## src/rtl/vsfp_pkg.sv

```systemverilog
package vsfp_pkg;

  // frame delimiters and field codes
  localparam logic [7:0] HDR0        = 8'h53;
  localparam logic [7:0] HDR1        = 8'h59;
  localparam logic [7:0] TAIL0       = 8'h54;
  localparam logic [7:0] TAIL1       = 8'h43;
  localparam logic [7:0] CTRL_HEART  = 8'h85;
  localparam logic [7:0] CTRL_BREATH = 8'h81;
  localparam logic [7:0] CMD_RATE    = 8'h02;
  localparam logic [7:0] CMD_STATE   = 8'h01;

  typedef enum logic [2:0] {
    ERR_NONE     = 3'd0,
    ERR_LENGTH   = 3'd1,
    ERR_CHECKSUM = 3'd2,
    ERR_TAIL0    = 3'd3,
    ERR_TAIL1    = 3'd4
  } err_code_t;

  typedef enum logic [9:0] {
    PH_HDR0  = 10'b00_0000_0001,
    PH_HDR1  = 10'b00_0000_0010,
    PH_CTRL  = 10'b00_0000_0100,
    PH_CMD   = 10'b00_0000_1000,
    PH_LENH  = 10'b00_0001_0000,
    PH_LENL  = 10'b00_0010_0000,
    PH_DATA  = 10'b00_0100_0000,
    PH_SUM   = 10'b00_1000_0000,
    PH_TAIL0 = 10'b01_0000_0000,
    PH_TAIL1 = 10'b10_0000_0000
  } phase_t;

  typedef struct packed {
    logic        frame_ok;
    err_code_t   error_code;
    logic [7:0]  frame_control;
    logic [7:0]  frame_command;
    logic [7:0]  pulse_rate;
    logic        pulse_rate_valid;
    logic [7:0]  resp_rate;
    logic        resp_rate_valid;
    logic [7:0]  resp_status;
    logic        resp_status_valid;
    logic [31:0] good_frames;
    logic [31:0] bad_frames;
  } result_t;

endpackage

```

## src/rtl/vsfp_in_stage.sv

```systemverilog
module vsfp_in_stage (
  input  logic       clk,
  input  logic       rst,
  input  logic       in_valid,
  output logic       in_ready,
  input  logic [7:0] rx_byte,
  input  logic       advance,
  output logic       stage_valid,
  output logic [7:0] stage_byte
);

  assign in_ready = !stage_valid || advance;

  always_ff @(posedge clk) begin
    if (rst) begin
      stage_valid <= 1'b0;
    end else if (in_ready) begin
      stage_valid <= in_valid;
    end
  end

  always_ff @(posedge clk) begin
    if (in_valid && in_ready) begin
      stage_byte <= rx_byte;
    end
  end

endmodule

```

## src/rtl/vsfp_parse_core.sv

```systemverilog
module vsfp_parse_core #(
  parameter int MAX_PAYLOAD = 64
) (
  input  logic              clk,
  input  logic              rst,
  input  logic              step,
  input  logic [7:0]        rx_byte,
  output vsfp_pkg::result_t res_next
);

  localparam int POS_W = $clog2(MAX_PAYLOAD + 1);
  localparam logic [15:0] MAX_LEN = 16'(MAX_PAYLOAD);

  vsfp_pkg::phase_t phase, phase_next;
  logic [7:0]       control_word, control_word_next;
  logic [7:0]       command_word, command_word_next;
  logic [15:0]      payload_length, payload_length_next;
  logic [POS_W-1:0] payload_position, payload_position_next;
  logic [7:0]       first_payload_byte, first_payload_byte_next;
  logic [7:0]       running_sum, running_sum_next;
  logic [31:0]      frame_counter, frame_counter_next;
  logic [31:0]      error_counter, error_counter_next;
  logic [7:0]       heart_value, heart_value_next;
  logic             heart_flag, heart_flag_next;
  logic [7:0]       breath_value, breath_value_next;
  logic             breath_flag, breath_flag_next;
  logic [7:0]       breath_mode, breath_mode_next;
  logic             breath_mode_flag, breath_mode_flag_next;

  logic                 ok;
  vsfp_pkg::err_code_t  err;
  logic [7:0]           sum_add;
  logic [15:0]          len_full;
  logic [POS_W-1:0]     pos_inc;

  assign sum_add  = running_sum + rx_byte;
  assign len_full = {payload_length[15:8], rx_byte};
  assign pos_inc  = payload_position + 1'b1;

  always_comb begin
    phase_next              = phase;
    control_word_next       = control_word;
    command_word_next       = command_word;
    payload_length_next     = payload_length;
    payload_position_next   = payload_position;
    first_payload_byte_next = first_payload_byte;
    running_sum_next        = running_sum;
    frame_counter_next      = frame_counter;
    error_counter_next      = error_counter;
    heart_value_next        = heart_value;
    heart_flag_next         = heart_flag;
    breath_value_next       = breath_value;
    breath_flag_next        = breath_flag;
    breath_mode_next        = breath_mode;
    breath_mode_flag_next   = breath_mode_flag;
    ok                      = 1'b0;
    err                     = vsfp_pkg::ERR_NONE;

    unique case (phase)
      vsfp_pkg::PH_HDR0: begin
        if (rx_byte == vsfp_pkg::HDR0) begin
          running_sum_next = rx_byte;
          phase_next       = vsfp_pkg::PH_HDR1;
        end
      end
      vsfp_pkg::PH_HDR1: begin
        if (rx_byte == vsfp_pkg::HDR1) begin
          running_sum_next = sum_add;
          phase_next       = vsfp_pkg::PH_CTRL;
        end else begin
          payload_length_next   = '0;
          payload_position_next = '0;
          if (rx_byte == vsfp_pkg::HDR0) begin
            // another sync byte re-arms the search
            running_sum_next = rx_byte;
            phase_next       = vsfp_pkg::PH_HDR1;
          end else begin
            running_sum_next = '0;
            phase_next       = vsfp_pkg::PH_HDR0;
          end
        end
      end
      vsfp_pkg::PH_CTRL: begin
        control_word_next = rx_byte;
        running_sum_next  = sum_add;
        phase_next        = vsfp_pkg::PH_CMD;
      end
      vsfp_pkg::PH_CMD: begin
        command_word_next = rx_byte;
        running_sum_next  = sum_add;
        phase_next        = vsfp_pkg::PH_LENH;
      end
      vsfp_pkg::PH_LENH: begin
        payload_length_next = {rx_byte, 8'h00};
        running_sum_next    = sum_add;
        phase_next          = vsfp_pkg::PH_LENL;
      end
      vsfp_pkg::PH_LENL: begin
        if (len_full > MAX_LEN) begin
          err                   = vsfp_pkg::ERR_LENGTH;
          error_counter_next    = error_counter + 32'd1;
          payload_length_next   = '0;
          payload_position_next = '0;
          running_sum_next      = '0;
          phase_next            = vsfp_pkg::PH_HDR0;
        end else begin
          payload_length_next   = len_full;
          payload_position_next = '0;
          running_sum_next      = sum_add;
          phase_next            = (len_full != 16'd0) ? vsfp_pkg::PH_DATA
                                                      : vsfp_pkg::PH_SUM;
        end
      end
      vsfp_pkg::PH_DATA: begin
        if (payload_position == '0) begin
          first_payload_byte_next = rx_byte;
        end
        payload_position_next = pos_inc;
        running_sum_next      = sum_add;
        if (16'(pos_inc) >= payload_length) begin
          phase_next = vsfp_pkg::PH_SUM;
        end
      end
      vsfp_pkg::PH_SUM: begin
        if (rx_byte == running_sum) begin
          phase_next = vsfp_pkg::PH_TAIL0;
        end else begin
          err                   = vsfp_pkg::ERR_CHECKSUM;
          error_counter_next    = error_counter + 32'd1;
          payload_length_next   = '0;
          payload_position_next = '0;
          running_sum_next      = '0;
          phase_next            = vsfp_pkg::PH_HDR0;
        end
      end
      vsfp_pkg::PH_TAIL0: begin
        if (rx_byte == vsfp_pkg::TAIL0) begin
          phase_next = vsfp_pkg::PH_TAIL1;
        end else begin
          err                   = vsfp_pkg::ERR_TAIL0;
          error_counter_next    = error_counter + 32'd1;
          payload_length_next   = '0;
          payload_position_next = '0;
          running_sum_next      = '0;
          phase_next            = vsfp_pkg::PH_HDR0;
        end
      end
      vsfp_pkg::PH_TAIL1: begin
        if (rx_byte == vsfp_pkg::TAIL1) begin
          ok                 = 1'b1;
          frame_counter_next = frame_counter + 32'd1;
          // single data byte frames with a matching control and command carry one of the tracked readings
          if (payload_length == 16'd1) begin
            priority if (control_word == vsfp_pkg::CTRL_HEART &&
                         command_word == vsfp_pkg::CMD_RATE) begin
              heart_value_next = first_payload_byte;
              heart_flag_next  = 1'b1;
            end else if (control_word == vsfp_pkg::CTRL_BREATH &&
                         command_word == vsfp_pkg::CMD_RATE) begin
              breath_value_next = first_payload_byte;
              breath_flag_next  = 1'b1;
            end else if (control_word == vsfp_pkg::CTRL_BREATH &&
                         command_word == vsfp_pkg::CMD_STATE) begin
              breath_mode_next      = first_payload_byte;
              breath_mode_flag_next = 1'b1;
            end else begin
            end
          end
        end else begin
          err                = vsfp_pkg::ERR_TAIL1;
          error_counter_next = error_counter + 32'd1;
        end
        payload_length_next   = '0;
        payload_position_next = '0;
        running_sum_next      = '0;
        phase_next            = vsfp_pkg::PH_HDR0;
      end
      default: begin
        payload_length_next   = '0;
        payload_position_next = '0;
        running_sum_next      = '0;
        phase_next            = vsfp_pkg::PH_HDR0;
      end
    endcase
  end

  always_comb begin
    res_next.frame_ok          = ok;
    res_next.error_code        = err;
    res_next.frame_control     = control_word_next;
    res_next.frame_command     = command_word_next;
    res_next.pulse_rate        = heart_value_next;
    res_next.pulse_rate_valid  = heart_flag_next;
    res_next.resp_rate         = breath_value_next;
    res_next.resp_rate_valid   = breath_flag_next;
    res_next.resp_status       = breath_mode_next;
    res_next.resp_status_valid = breath_mode_flag_next;
    res_next.good_frames       = frame_counter_next;
    res_next.bad_frames        = error_counter_next;
  end

  always_ff @(posedge clk) begin
    if (rst) begin
      phase              <= vsfp_pkg::PH_HDR0;
      control_word       <= '0;
      command_word       <= '0;
      payload_length     <= '0;
      payload_position   <= '0;
      first_payload_byte <= '0;
      running_sum        <= '0;
      frame_counter      <= '0;
      error_counter      <= '0;
      heart_value        <= '0;
      heart_flag         <= 1'b0;
      breath_value       <= '0;
      breath_flag        <= 1'b0;
      breath_mode        <= '0;
      breath_mode_flag   <= 1'b0;
    end else if (step) begin
      phase              <= phase_next;
      control_word       <= control_word_next;
      command_word       <= command_word_next;
      payload_length     <= payload_length_next;
      payload_position   <= payload_position_next;
      first_payload_byte <= first_payload_byte_next;
      running_sum        <= running_sum_next;
      frame_counter      <= frame_counter_next;
      error_counter      <= error_counter_next;
      heart_value        <= heart_value_next;
      heart_flag         <= heart_flag_next;
      breath_value       <= breath_value_next;
      breath_flag        <= breath_flag_next;
      breath_mode        <= breath_mode_next;
      breath_mode_flag   <= breath_mode_flag_next;
    end
  end

  a_good_count_step: assert property (@(posedge clk) disable iff (rst)
    step && ok |=> frame_counter == $past(frame_counter) + 32'd1)
    else $error("good frame counter did not advance on a good frame");

  a_bad_count_step: assert property (@(posedge clk) disable iff (rst)
    step && err != vsfp_pkg::ERR_NONE |=> error_counter == $past(error_counter) + 32'd1)
    else $error("error counter did not advance on a frame error");

  a_data_within_length: assert property (@(posedge clk) disable iff (rst)
    phase == vsfp_pkg::PH_DATA |-> 16'(payload_position) < payload_length)
    else $error("data position ran past the frame length");

  a_heart_flag_sticky: assert property (@(posedge clk) disable iff (rst)
    !$fell(heart_flag))
    else $error("heart rate valid flag dropped without reset");

endmodule

```

## src/rtl/vital_sign_frame_parser_unit.sv

```systemverilog
// vital-sign frame parser: one received serial byte per input word
//
// input channel: in_valid / in_ready with rx_byte. every accepted byte
// produces exactly one output word on out_valid / out_ready.
// frames are 0x53 0x59, control, command, 16-bit big-endian length, data,
// an 8-bit sum of all preceding bytes, then 0x54 0x43.
// output word: frame_ok pulses on the byte that closes a good frame,
// error_code flags length / checksum / tail errors on the byte that caused
// them; the remaining fields show the latched readings and the counters as
// they stand after that byte.
// path: an accepted byte waits in the input register, then the parse step
// feeds its word into the output register, which raises out_valid.
// throughput: one byte per cycle while out_ready stays high; the parse step
// is a single state update between the input register and output register.
// reset (rst, synchronous): parser back to header search, all readings,
// flags and counters cleared, both pipeline registers empty.
// receiver stall: the output register holds its word, the input register
// takes one byte more if empty, then in_ready drops until out_ready returns.
module vital_sign_frame_parser_unit #(
  parameter int MAX_PAYLOAD = 64
) (
  input  logic        clk,
  input  logic        rst,
  // byte input channel
  input  logic        in_valid,
  output logic        in_ready,
  input  logic [7:0]  rx_byte,
  // result channel
  output logic        out_valid,
  input  logic        out_ready,
  output logic        frame_ok,
  output logic [2:0]  error_code,
  output logic [7:0]  frame_control,
  output logic [7:0]  frame_command,
  output logic [7:0]  pulse_rate,
  output logic        pulse_rate_valid,
  output logic [7:0]  resp_rate,
  output logic        resp_rate_valid,
  output logic [7:0]  resp_status,
  output logic        resp_status_valid,
  output logic [31:0] good_frames,
  output logic [31:0] bad_frames
);

  logic              stage_valid;
  logic [7:0]        stage_byte;
  logic              advance;
  vsfp_pkg::result_t res_next;
  vsfp_pkg::result_t res;

  // the staged byte moves on whenever the output register is free or draining
  assign advance = stage_valid && (!out_valid || out_ready);

  vsfp_in_stage u_in_stage (
    .clk         (clk),
    .rst         (rst),
    .in_valid    (in_valid),
    .in_ready    (in_ready),
    .rx_byte     (rx_byte),
    .advance     (advance),
    .stage_valid (stage_valid),
    .stage_byte  (stage_byte)
  );

  vsfp_parse_core #(
    .MAX_PAYLOAD (MAX_PAYLOAD)
  ) u_parse_core (
    .clk      (clk),
    .rst      (rst),
    .step     (advance),
    .rx_byte  (stage_byte),
    .res_next (res_next)
  );

  // output register
  always_ff @(posedge clk) begin
    if (rst) begin
      out_valid <= 1'b0;
    end else if (advance) begin
      out_valid <= 1'b1;
    end else if (out_ready) begin
      out_valid <= 1'b0;
    end
  end

  always_ff @(posedge clk) begin
    if (advance) begin
      res <= res_next;
    end
  end

  assign frame_ok          = res.frame_ok;
  assign error_code        = res.error_code;
  assign frame_control     = res.frame_control;
  assign frame_command     = res.frame_command;
  assign pulse_rate        = res.pulse_rate;
  assign pulse_rate_valid  = res.pulse_rate_valid;
  assign resp_rate         = res.resp_rate;
  assign resp_rate_valid   = res.resp_rate_valid;
  assign resp_status       = res.resp_status;
  assign resp_status_valid = res.resp_status_valid;
  assign good_frames       = res.good_frames;
  assign bad_frames        = res.bad_frames;

  a_stall_only_on_full: assert property (@(posedge clk) disable iff (rst)
    !in_ready |-> stage_valid && out_valid && !out_ready)
    else $error("input stalled while the pipeline could move");

  a_ok_excludes_error: assert property (@(posedge clk) disable iff (rst)
    out_valid |-> !(frame_ok && error_code != vsfp_pkg::ERR_NONE))
    else $error("result flags both a good frame and an error");

  a_error_code_range: assert property (@(posedge clk) disable iff (rst)
    out_valid |-> error_code == vsfp_pkg::ERR_NONE ||
                  error_code == vsfp_pkg::ERR_LENGTH ||
                  error_code == vsfp_pkg::ERR_CHECKSUM ||
                  error_code == vsfp_pkg::ERR_TAIL0 ||
                  error_code == vsfp_pkg::ERR_TAIL1)
    else $error("error code outside the defined set");

endmodule

```

## config.mk

```make
export PLATFORM = sky130hd
export DESIGN_NAME = vital_sign_frame_parser_unit
export DESIGN_NICKNAME = d
export VERILOG_FILES = /design/src/rtl/vsfp_pkg.sv /design/src/rtl/vsfp_in_stage.sv /design/src/rtl/vsfp_parse_core.sv /design/src/rtl/vital_sign_frame_parser_unit.sv
export SDC_FILE = /design/constraint.sdc
export NUM_CORES = 1
export LEC_CHECK = 0
export BUFFER_PORTS_ARGS = -buffer_cell sky130_fd_sc_hd__buf_2
export CELL_PAD_IN_SITES_DETAIL_PLACEMENT = 2
export CELL_PAD_IN_SITES_GLOBAL_PLACEMENT = 2
export CORE_MARGIN = 2
export CORE_UTILIZATION = 38
export CTS_CLUSTER_SIZE = 8
export DETAILED_ROUTE_END_ITERATION = 10
export GPL_ROUTABILITY_DRIVEN = 0
export PLACE_DENSITY = 0.79
export SYNTH_ARGS = -nofsm -noshare
export SYNTH_HDL_FRONTEND = slang
export SYNTH_SLANG_ARGS = --single-unit
```

## constraint.sdc

```tcl
create_clock -name clk -period 7.6 [get_ports clk]
set_input_delay 2.28 -clock clk [delete_from_list [all_inputs] [get_ports clk]]
set_output_delay 2.28 -clock clk [all_outputs]
set_load 0.05 [all_outputs]
```

# Word-level counts from Yosys, hierarchy flattened
# Cells that the tools add are included.
# totals
register_bits	277
latch_bits	0
ramBits	0
mem_bits_ro	0
input_bits	12
out_inout_bits	113
elab_cells	158
memories	0
# classes
add_sub_neg	4
n_mul	0
div	0
magnitude_cmp	2
eq_ne	26
shifts	0
mux	72
bitwise_logic	2
n_reduce_logical	21
# op_table
op	count
$mux W32	6
$mux W8	24
$pmux W32 S4	1
$pmux W16 S6	1
$pmux W10 S9	1
$add A32 B1 Y32 const B	2
$mux W16	4
$mux W10	5
$pmux W8 S6	1
$pmux W7 S5	1
$eq A8 B7 Y1 const B	4
$mux W7	3
$mux W1	19
$eq A16 B1 Y1 const B	1
$eq A8 B8 Y1 const B	2
$ge A7 B16 Y1	1
$gt A16 B7 Y1 const B	1
$reduce_bool A16 Y1	1
$pmux W3 S4	1
$reduce_or A4 Y1	3
$eq A10 B1 Y1 const B	1
$eq A10 B10 Y1 const B	1
$eq A10 B2 Y1 const B	1
$eq A10 B3 Y1 const B	1
26 further kinds	41

# Longest topological paths before layout
# Gate-level depths: netlist (run 1).
# depth
depth_word	8
depth_mapped	10
depth_no_buf	9

# Cells and area by module
# A second synthesis (run 1) with hierarchy kept.
# unflattened
cells_unflattened	1239
area_unflattened_um2	12886.1
# modules_own_cells
module	instances	cells_each	area_each_um2	seq_area_each_um2
vsfp_parse_core	1	1110	9202.6	3123.0
vital_sign_frame_parser_unit	1	116	3388.2	3353.2
vsfp_in_stage	1	13	295.3	260.2

# Worst setup path after synthesis (run 1)
# No wires, ideal clock.
# synth_timing
kind	input to register
startpoint	input out_ready
endpoint	register u_parse_core.error_counter[19]
setup_ns	0.081
arrival_ns	6.749
required_ns	7.519
setup_slack_ns	0.770
path_stages	8
path_buffers	3
cell_sequence	nor2b_1 -> nand2b_1 -> clkbuf_1 -> clkinv_1 -> clkbuf_1 -> buf_1 -> nand4_1 -> a21oi_1
# synth_between
elab_chain_cells	2
# synth_rtl
item	line_no	rtl
start: declaration	vital_sign_frame_parser_unit.sv:30	input logic out_ready,
$logic_or A1 B1 Y1	vital_sign_frame_parser_unit.sv:52	assign advance = stage_valid && (!out_valid || out_ready);
$logic_and A1 B1 Y1	vital_sign_frame_parser_unit.sv:52	
named net advance	vital_sign_frame_parser_unit.sv:47	logic advance;
end signal: assignment	vsfp_parse_core.sv:228	error_counter <= error_counter_next;
end: declaration	vsfp_parse_core.sv:22	logic [31:0] error_counter, error_counter_next;
# The timed path passes the listed nets, and every way through them passes these cells.
# A chain may end at the register's enable or synchronous reset.

# Worst setup path in the final report (run 1)
# layout_timing
startpoint	input out_ready
endpoint	output in_ready
# layout_between
elab_chain_cells	3
# layout_rtl
item	line_no	rtl
$logic_or A1 B1 Y1	vital_sign_frame_parser_unit.sv:52	
$logic_and A1 B1 Y1	vital_sign_frame_parser_unit.sv:52	
$logic_or A1 B1 Y1	vsfp_in_stage.sv:12	assign in_ready = !stage_valid || advance;
end: declaration	vital_sign_frame_parser_unit.sv:26	output logic in_ready,
# No other way between the ends.

==> impl_metrics.ini, run 1 <==
[status]
outcome = completed

[timing]
rsz0062_at_grt = no
setup_violations = 0
tns_ns = 0
fin_crit_sh_pct = 68.4
slew_violations = 0
timing.final.hold_violations = 0
min_period_ns = 5.20
fin_worst_skew_ns = 0.0106
worstMarginPinSlew_ns = 1.10
fin_hold_ws_ns = 0.472
relSlewSlack_pct = 26.9
fmax_mhz = 192

[grt]
grt_pass1_vias = 11700
grt_pass1_wl_microns = 65300
grt_max_degree = 98
grt-ovfl-total = 0
antenna_found_initial = 0
grt_usage_pct = 22.4

[die]
die_h_microns = 192
num_rows = 68
dieWidth_microns = 192
core_sq_um = 34700
die_area_sq_um = 36900
ios = 125
start_util_pct = 38.7

[clocking]
cts.sinks = 277
clock-root-buffer = clkbuf_16
clk_pin_slew_ns = 0.05
cts_buffers = 40
clk_latency_ns = 0.53
cts_tree = done
htree_num_levels = 2
cts_hold_buf = 0
postCtsSetupBuffers = 0
cts_resized = 0
clock_path_buffers = 3

[synthesis]
synth_ff_type = dfxtp_1
synth_top_family_by_area = simple AND/OR/NAND/NOR gates
synth_nets = 1395
synthMuxAreaShare_pct = 4.93
synth_xor_area_share_pct = 6.39
synth.distinct_cells = 70
synth.top_cell.area_share_pct = 26.6
synth_top_area_cell = edfxtp_1
ys_ff_latch = 277
synth_compound_area_share_pct = 9.53
synth_edf_count = 119
synth.area.top_cells = edfxtp_1 27%, dfxtp_1 24%, nand2_1 4.4%
synthTopCellsByCount = 158 x dfxtp_1, 158 x nand2_1, 119 x edfxtp_1
async_reset_ff_share_pct = 0
synth_area_sq_um = 13400
synthSimpleGateAreaFrac_pct = 23.5
yosys_warnings = 0
synth_fa_ha_area_share_pct = 1.83
synth_area_per_cell_sq_um = 9.85
synth_cells = 1364
ys_seq_area_share_pct = 50.1

[power_and_ir_drop]
pwr-share-clk_pct = 48.1
combPwrFrac_pct = 5.7
ir_worst_vdd_mv = 0.145
pwr-share-seq_pct = 46.1
switching_power_uw = 839
leakagePower_nw = 5.54
p_sw_share_pct = 24.1
p_int_mw = 2.64
powerDensity_nw_per_um2 = 224

[finish]
fin_nets = 1477
post-route-util_pct = 44.6
final_layout_size_suffix_gt1_share_pct = 16.9
diodes = 0
area_delta_synth_final_pct = 15.3

[worst_setup_path]
worstSetupEndpointType = output pin
start_kind = input port
critPathMaxFanout = 4
crit_chain = buf_2, nor2b_1, nand2_1, buf_2
required_ns = 5.32
reg2reg_from = u_in_stage.stage_byte[6]
cp.arrival_ns = 2.92
cpPeakStageDelay_ns = 0.22
path_class = input port to output pin
slowest_stage = nor2b_1
crit_path_start = out_ready
path_common_cell = buf_2

[worst_hold_path]
min_from = u_parse_core.breath_mode_flag
hold_path_class = register to register

[place]
io_buffers = 124
hpwl_microns = 26700

[route]
ant_nets = 0
avgViaCountPerCell = 5.62
drc = 0
vias = 10900
wl_per_cell_microns = 21.1
drtPass1Iterations = 4
routed_wl_microns = 40800
drt_iter0_drc = 647

[run]
cap_viol_max_count = 0
## power groups by stage
stage | logic (mW) | registers (mW) | clock network [mW]
3_3_place_gp | 0.198 | 1.63 | 0
4_1_cts | 0.202 | 1.60 | 1.72
2_1_floorplan | 0.0564 | 1.73 | 0
3_5_place_dp | 0.201 | 1.63 | 0
6_report | 0.199 | 1.60 | 1.67
5_1_grt | 0.211 | 1.61 | 1.79
## registers in the layout, indices dropped and copies added (netlist names), 10 cells and up
name	flops
u_parse_core.phase	10
u_parse_core.error_counter	32
good_frames	32
bad_frames	32
u_parse_core.frame_counter	32
u_parse_core.payload_length	16
## kinds of logic after synthesis
family                   after synthesis
AND/OR/NAND/NOR                      577
XOR/XNOR                              98
adder cells (fa/ha/maj)               19
AO/OA/AOI/OAI                        210
multiplexers                          61
buffers and inverters                122
flip-flops                           277
## final timing paths
path / end / slack, ns / depth (start not counted)
max: in_ready / 2.40 / 4
min: u_parse_core.breath_mode_flag / 0.47 / 2
max reg2reg: bad_frames[31] / 3.74 / 7
min reg2reg: u_parse_core.breath_mode_flag / 0.47 / 2
## metal layers
layer	global-route usage (%)	vias up	share of wire, %
met5	0	-	0
met4	5.70	0	1.8
met3	3.12	52	2.9
met2	39.9	182	50
met1	28.5	5505	45
li1	-	5115	-
## cells in the final DEF, fill, tap and decap left out, types with 38 or more instances in the layout
cell type,n
nand2_1,158
dfxtp_1,158
buf_2,123
edfxtp_1,119
nor2_1,100
a21oi_1,79
nand3_1,68
o21ai_0,61
xnor2_1,57
clkbuf_16,42
mux2_2,41
xor2_1,41
nand4_1,38
## worst max-delay path: cells and delay by family
kind,cells,cell delay (ns)
buffers and inverters,2,0.32
AND/OR/NAND/NOR,2,0.32
## stage by stage
step / worst slack (ns) / power [mW] / std cells / instance area, sq um
after global routing: 2.33 / 3.60 / 1930 / 15500
after floorplan: 0.770 / 1.78 / 1364 / 13400
after detailed placement: 2.28 / 1.84 / 1859 / 14300
after CTS: 2.39 / 3.52 / 1930 / 15500
after global placement: 2.40 / 1.83 / 1859 / 14300
final: 2.40 / 3.48 / 1930 / 15500
## final cells by class
class,count,area [sq um]
clock inverters,1,16.3
flip-flops and latches,277,6740
well taps,455,569
fillers,3744,19200
clock buffers,70,1160
repair buffers,132,683
inverters,30,118
multi-input cells,965,6210
Power figures use the tool's default switching activity.
==> run 2, diff against run 1 <==
Clock period 7.6 ns to 5 ns, I/O delays scaled along.
==> run 2 against run 1 <==
Effect of this change: register-to-register slack got worse by 2.6 ns; wire length barely moved; clock-buffer cell count fell by 1; combinational power rose by 55%; sequential power rose by 52%; global-route usage barely moved; total power rose by 53%; first-iteration DRC count fell by 15%; core utilization rose by 0.19 points; cell area rose by 0.43%; highest routed layer unchanged.
==> impl_metrics.ini, run 2 (synthesis results as in run 1) <==
[grt]
grt_pass1_wl_microns = 65100
grt-ovfl-total = 0
grt_pass1_vias = 11500
grt_max_degree = 122
antenna_found_initial = 0
grt_usage_pct = 22.4

[clocking]
clk_pin_slew_ns = 0.05
clk_latency_ns = 0.53
cts.sinks = 277
htree_num_levels = 2
postCtsSetupBuffers = 0
cts_resized = 0
cts_buffers = 40
clock-root-buffer = clkbuf_16
cts_tree = done
cts_hold_buf = 0
clock_path_buffers = 3

[power_and_ir_drop]
leakagePower_nw = 5.58
finalPower_mw = 5.30
ir_worst_vdd_mv = 0.211
powerDensity_nw_per_um2 = 341

[place]
place_inst = 1866
hpwl_microns = 26800
io_buffers = 124

[die]
start_util_pct = 38.7
ios = 125
core_sq_um = 34700
dieWidth_microns = 192
die_area_sq_um = 36900
die_h_microns = 192
num_rows = 68

[finish]
final_layout_size_suffix_gt1_share_pct = 17.4
num-fill-cells = 3712
post-route-util_pct = 44.8
multiInputGateArea_sq_um = 6210
diodes = 0
final-seq-area_sq_um = 6740
mostFrequentLayoutCells = 158 x nand2_1, 158 x dfxtp_1, 123 x buf_2
finalNonFillerCells = 1937
area_delta_synth_final_pct = 15.8
fin_nets = 1484

[timing]
setup_violations = 0
slew_violations = 0
fin_crit_sh_pct = 77.2
worstMarginPinSlew_ns = 0.811
relSlewSlack_pct = 45.7
fmax_mhz = 259
rsz0062_at_grt = no
min_period_ns = 3.86
fin_worst_skew_ns = 0.0120
tns_ns = 0
timing.final.hold_violations = 0
fin_hold_ws_ns = 0.460

[worst_setup_path]
reg2reg_from = u_in_stage.stage_byte[5]
worstSetupEndpointType = register
critPathMaxFanout = 17
required_ns = 5.38
reg2regPathDepth = 6
regToRegSetupSlack_ns = 1.14
r2r-end = u_parse_core.breath_mode[2]
start_kind = register
path_class = register to register
cp.arrival_ns = 4.24

[route]
vias = 10900
drt_iter0_drc = 548
drtPass1Iterations = 4
ant_nets = 0
routed_wl_microns = 40800
drc = 0
wl_per_cell_microns = 21.1
avgViaCountPerCell = 5.62

[run]
cap_viol_max_count = 0

[worst_hold_path]
hold_path_class = register to register
holdPathEnd = u_parse_core.breath_mode_flag
hold_depth = 2
min_from = u_parse_core.breath_mode_flag

[status]
outcome = completed
==> run 2: area by class of cell <==
| cell class | count | area share (%) |
|---|---|---|
| repair buffers | 139 | 4.81 |
| well taps | 455 | 3.66 |
| flip-flops and latches | 277 | 43.3 |
| inverters | 30 | 0.756 |
| clock inverters | 2 | 0.137 |
| multi-input cells | 965 | 39.9 |
| clock buffers | 69 | 7.41 |
==> run 2: worst max-delay path, stage by stage (launching register included) <==
cell and delay [ns]:
edfxtp_1 0.64, nor3_1 0.52, nand3_2 0.37, nor4_2 0.81
nand4b_1 0.76, o21ai_0 0.49, a21oi_1 0.11
==> run 2: stage by stage <==
stage / instance area (sq um) / setup WS (ns)
final: 15600 / 1.14
after global routing: 15600 / 0.724
after CTS: 15600 / 1.08
after detailed placement: 14400 / 0.814
after global placement: 14400 / 0.885
after floorplan: 13400 / 0.578
==> run 2: metal layers <==
| layer | vias up | global-route usage, % | routed length [microns] |
|---|---|---|---|
| met5 | - | 0 | 0 |
| met2 | 212 | 39.1 | 20000 |
| met4 | 0 | 6.05 | 814 |
| met3 | 65 | 3.03 | 1500 |
| li1 | 5117 | - | - |
| met1 | 5490 | 29.0 | 18400 |
==> run 2: where the power goes <==
| group | total, mW | switching (mW) | internal, mW |
|---|---|---|---|
| clock | 2.56 | 1.00 | 1.55 |
| combinational | 0.309 | 0.257 | 0.0529 |
| sequential | 2.44 | 0.0307 | 2.41 |
| total | 5.30 | 1.29 | 4.01 |
==> run 2: worst max-delay path by stage <==
stage | startpoint | end | depth (start not counted)
2_1_floorplan | out_ready | u_parse_core.error_counter[19] | 8
6_report | u_in_stage.stage_byte[5] | u_parse_core.breath_mode[2] | 6
4_1_cts | u_in_stage.stage_byte[5] | u_parse_core.breath_mode[2] | 6
3_3_place_gp | out_ready | u_parse_core.payload_length[10] | 7
3_5_place_dp | out_ready | u_parse_core.payload_length[11] | 7
5_1_grt | u_in_stage.stage_byte[5] | u_parse_core.breath_mode[2] | 6
==> run 3, diff against run 2 <==
Settings changed: CORE_UTILIZATION 38 to 35, PLACE_DENSITY 0.79 to 0.77.
Clock period 5 ns to 3.1 ns, I/O delays scaled along.
==> run 3 against run 2 <==
Effect of this change: clock power rose by 63%; sequential cell count stayed put; critical path depth up 1; highest routed layer unchanged.
==> impl_metrics.ini, run 3 (synthesis results as in run 1) <==
[die]
num_rows = 71
core_sq_um = 37800
dieWidth_microns = 200
start_util_pct = 35.6
die_area_sq_um = 40000
die_h_microns = 200
ios = 125

[clocking]
cts_buffers = 40
cts_tree = done
clk_pin_slew_ns = 0.05
cts_hold_buf = 0
clk_latency_ns = 0.57
htree_num_levels = 2
clock_path_buffers = 3
cts.sinks = 277
clock-root-buffer = clkbuf_16

[worst_setup_path]
worst-path-buf-inv = 2
slowest_stage = nor3_1
cpPeakStageDelay_ns = 0.49
crit_chain = nor3_1, nand3_2, buf_4, nor4_2, buf_4, nand3_1, mux2_2
required_ns = 3.40
cp.arrival_ns = 3.23
critPathMaxFanout = 9
worstSetupEndpointType = register
path_class = register to register
cp_top_family = simple AND/OR/NAND/NOR gates
path_common_cell = buf_4
start_kind = register

[timing]
fmax_mhz = 342
min_period_ns = 2.92
fin_crit_sh_pct = 94.3
slew_violations = 0
tns_ns = 0
rsz0062_at_grt = yes
timing.final.hold_violations = 0
setup_violations = 0
relSlewSlack_pct = 44.6
fin_worst_skew_ns = 0.0199
worstMarginPinSlew_ns = 0.827

[route]
drtPass1Iterations = 5
drt_iter0_drc = 484
ant_nets = 0
avgViaCountPerCell = 5.45
wl_per_cell_microns = 21.6
routed_wl_microns = 44100
vias = 11100
drc = 0

[power_and_ir_drop]
powerDensity_nw_per_um2 = 538
leakagePower_nw = 5.83
ir_worst_vdd_mv = 0.390

[finish]
area_delta_synth_final_pct = 19.4
final-seq-area_sq_um = 6740
mostFrequentLayoutCells = 158 x nand2_1, 158 x dfxtp_1, 123 x buf_2
fin_nets = 1533
final_layout_size_suffix_gt1_share_pct = 20.2
multiInputGateArea_sq_um = 6220
num-fill-cells = 4005
diodes = 0
fin_area_sq_um = 16000

[grt]
grt_usage_pct = 22.4
grt_pass1_vias = 12200
antenna_found_initial = 0
grt-ovfl-total = 0
grt_max_degree = 77
grt_pass1_wl_microns = 69500

[status]
outcome = completed

[place]
hpwl_microns = 29700
io_buffers = 124
placed_area_sq_um = 14900

[run]
cap_viol_max_count = 0

[worst_hold_path]
hold_path_class = register to register
==> run 3: cell count changes in the layout (fill, tap and decap cells not counted), sizes merged <==
cell	previous run	this run
buf	139	188
clkbuf	69	71
clkinv	3	1
inv	29	31
==> run 3: per-layer routing <==
metal | GRT usage [%] | vias to the layer above | wire length [microns]
met5 | 0 | - | 0
met4 | 7.52 | 0 | 1090
met3 | 2.79 | 64 | 1350
met2 | 39.4 | 203 | 22100
met1 | 28.5 | 5659 | 19600
li1 | - | 5223 | -
==> run 3: timing repair <==
item	CTS	global route
endpoints found under the hold margin	0	0
gates resized for setup	0	3
setup endpoints to repair	0	9
setup buffers	0	2
==> run 3: report_power, final <==
part           leakage [nW]  total [mW]  internal, mW  switching (mW)
Sequential             2.35        3.91          3.88          0.0321
Combinational          2.93       0.551         0.104           0.448
Clock                 0.556        4.17          2.49            1.68
==> run 3: final cells by class <==
type / instances / share of cell area [%]
sequential: 277 / 42.0
multi-input combinational: 965 / 38.8
timing repair buffer: 188 / 7.27
clock buffer: 71 / 7.16
tap: 511 / 3.98
inverter: 30 / 0.733
clock inverter: 2 / 0.109
==> run 3: final timing paths <==
kind / start / endpoint / slack (ns) / cells past startpoint
setup / recovery: u_in_stage.stage_byte[4] / pulse_rate[2] / 0.18 / 7
hold / removal: u_parse_core.heart_flag / u_parse_core.heart_flag / 0.46 / 2
setup reg to reg: u_in_stage.stage_byte[4] / pulse_rate[2] / 0.18 / 7
hold reg to reg: u_parse_core.heart_flag / u_parse_core.heart_flag / 0.46 / 2
==> run 3: through the flow <==
step | worst slack [ns] | power, mW | hold slack [ns] | std cells | util [%]
6_report | 0.177 | 8.63 | 0.457 | 2044 | 42.5
4_1_cts | 0.0782 | 8.74 | 0.456 | 2042 | 42.4
3_3_place_gp | 0.258 | 4.53 | 0.439 | 1969 | 39.4
3_5_place_dp | 0.0764 | 4.54 | 0.456 | 1969 | 39.4
5_1_grt | -0.0247 | 8.89 | 0.487 | 2044 | 42.5
2_1_floorplan | 0.118 | 4.36 | 0.428 | 1364 | -
==> run 3: worst register-to-register path, stage by stage, from the launching register on <==
cell      delay (ns)
edfxtp_1        0.42
nor3_1          0.49
nand3_2         0.19
buf_4           0.19
nor4_2          0.35
buf_4           0.21
nand3_1         0.39
mux2_2          0.44
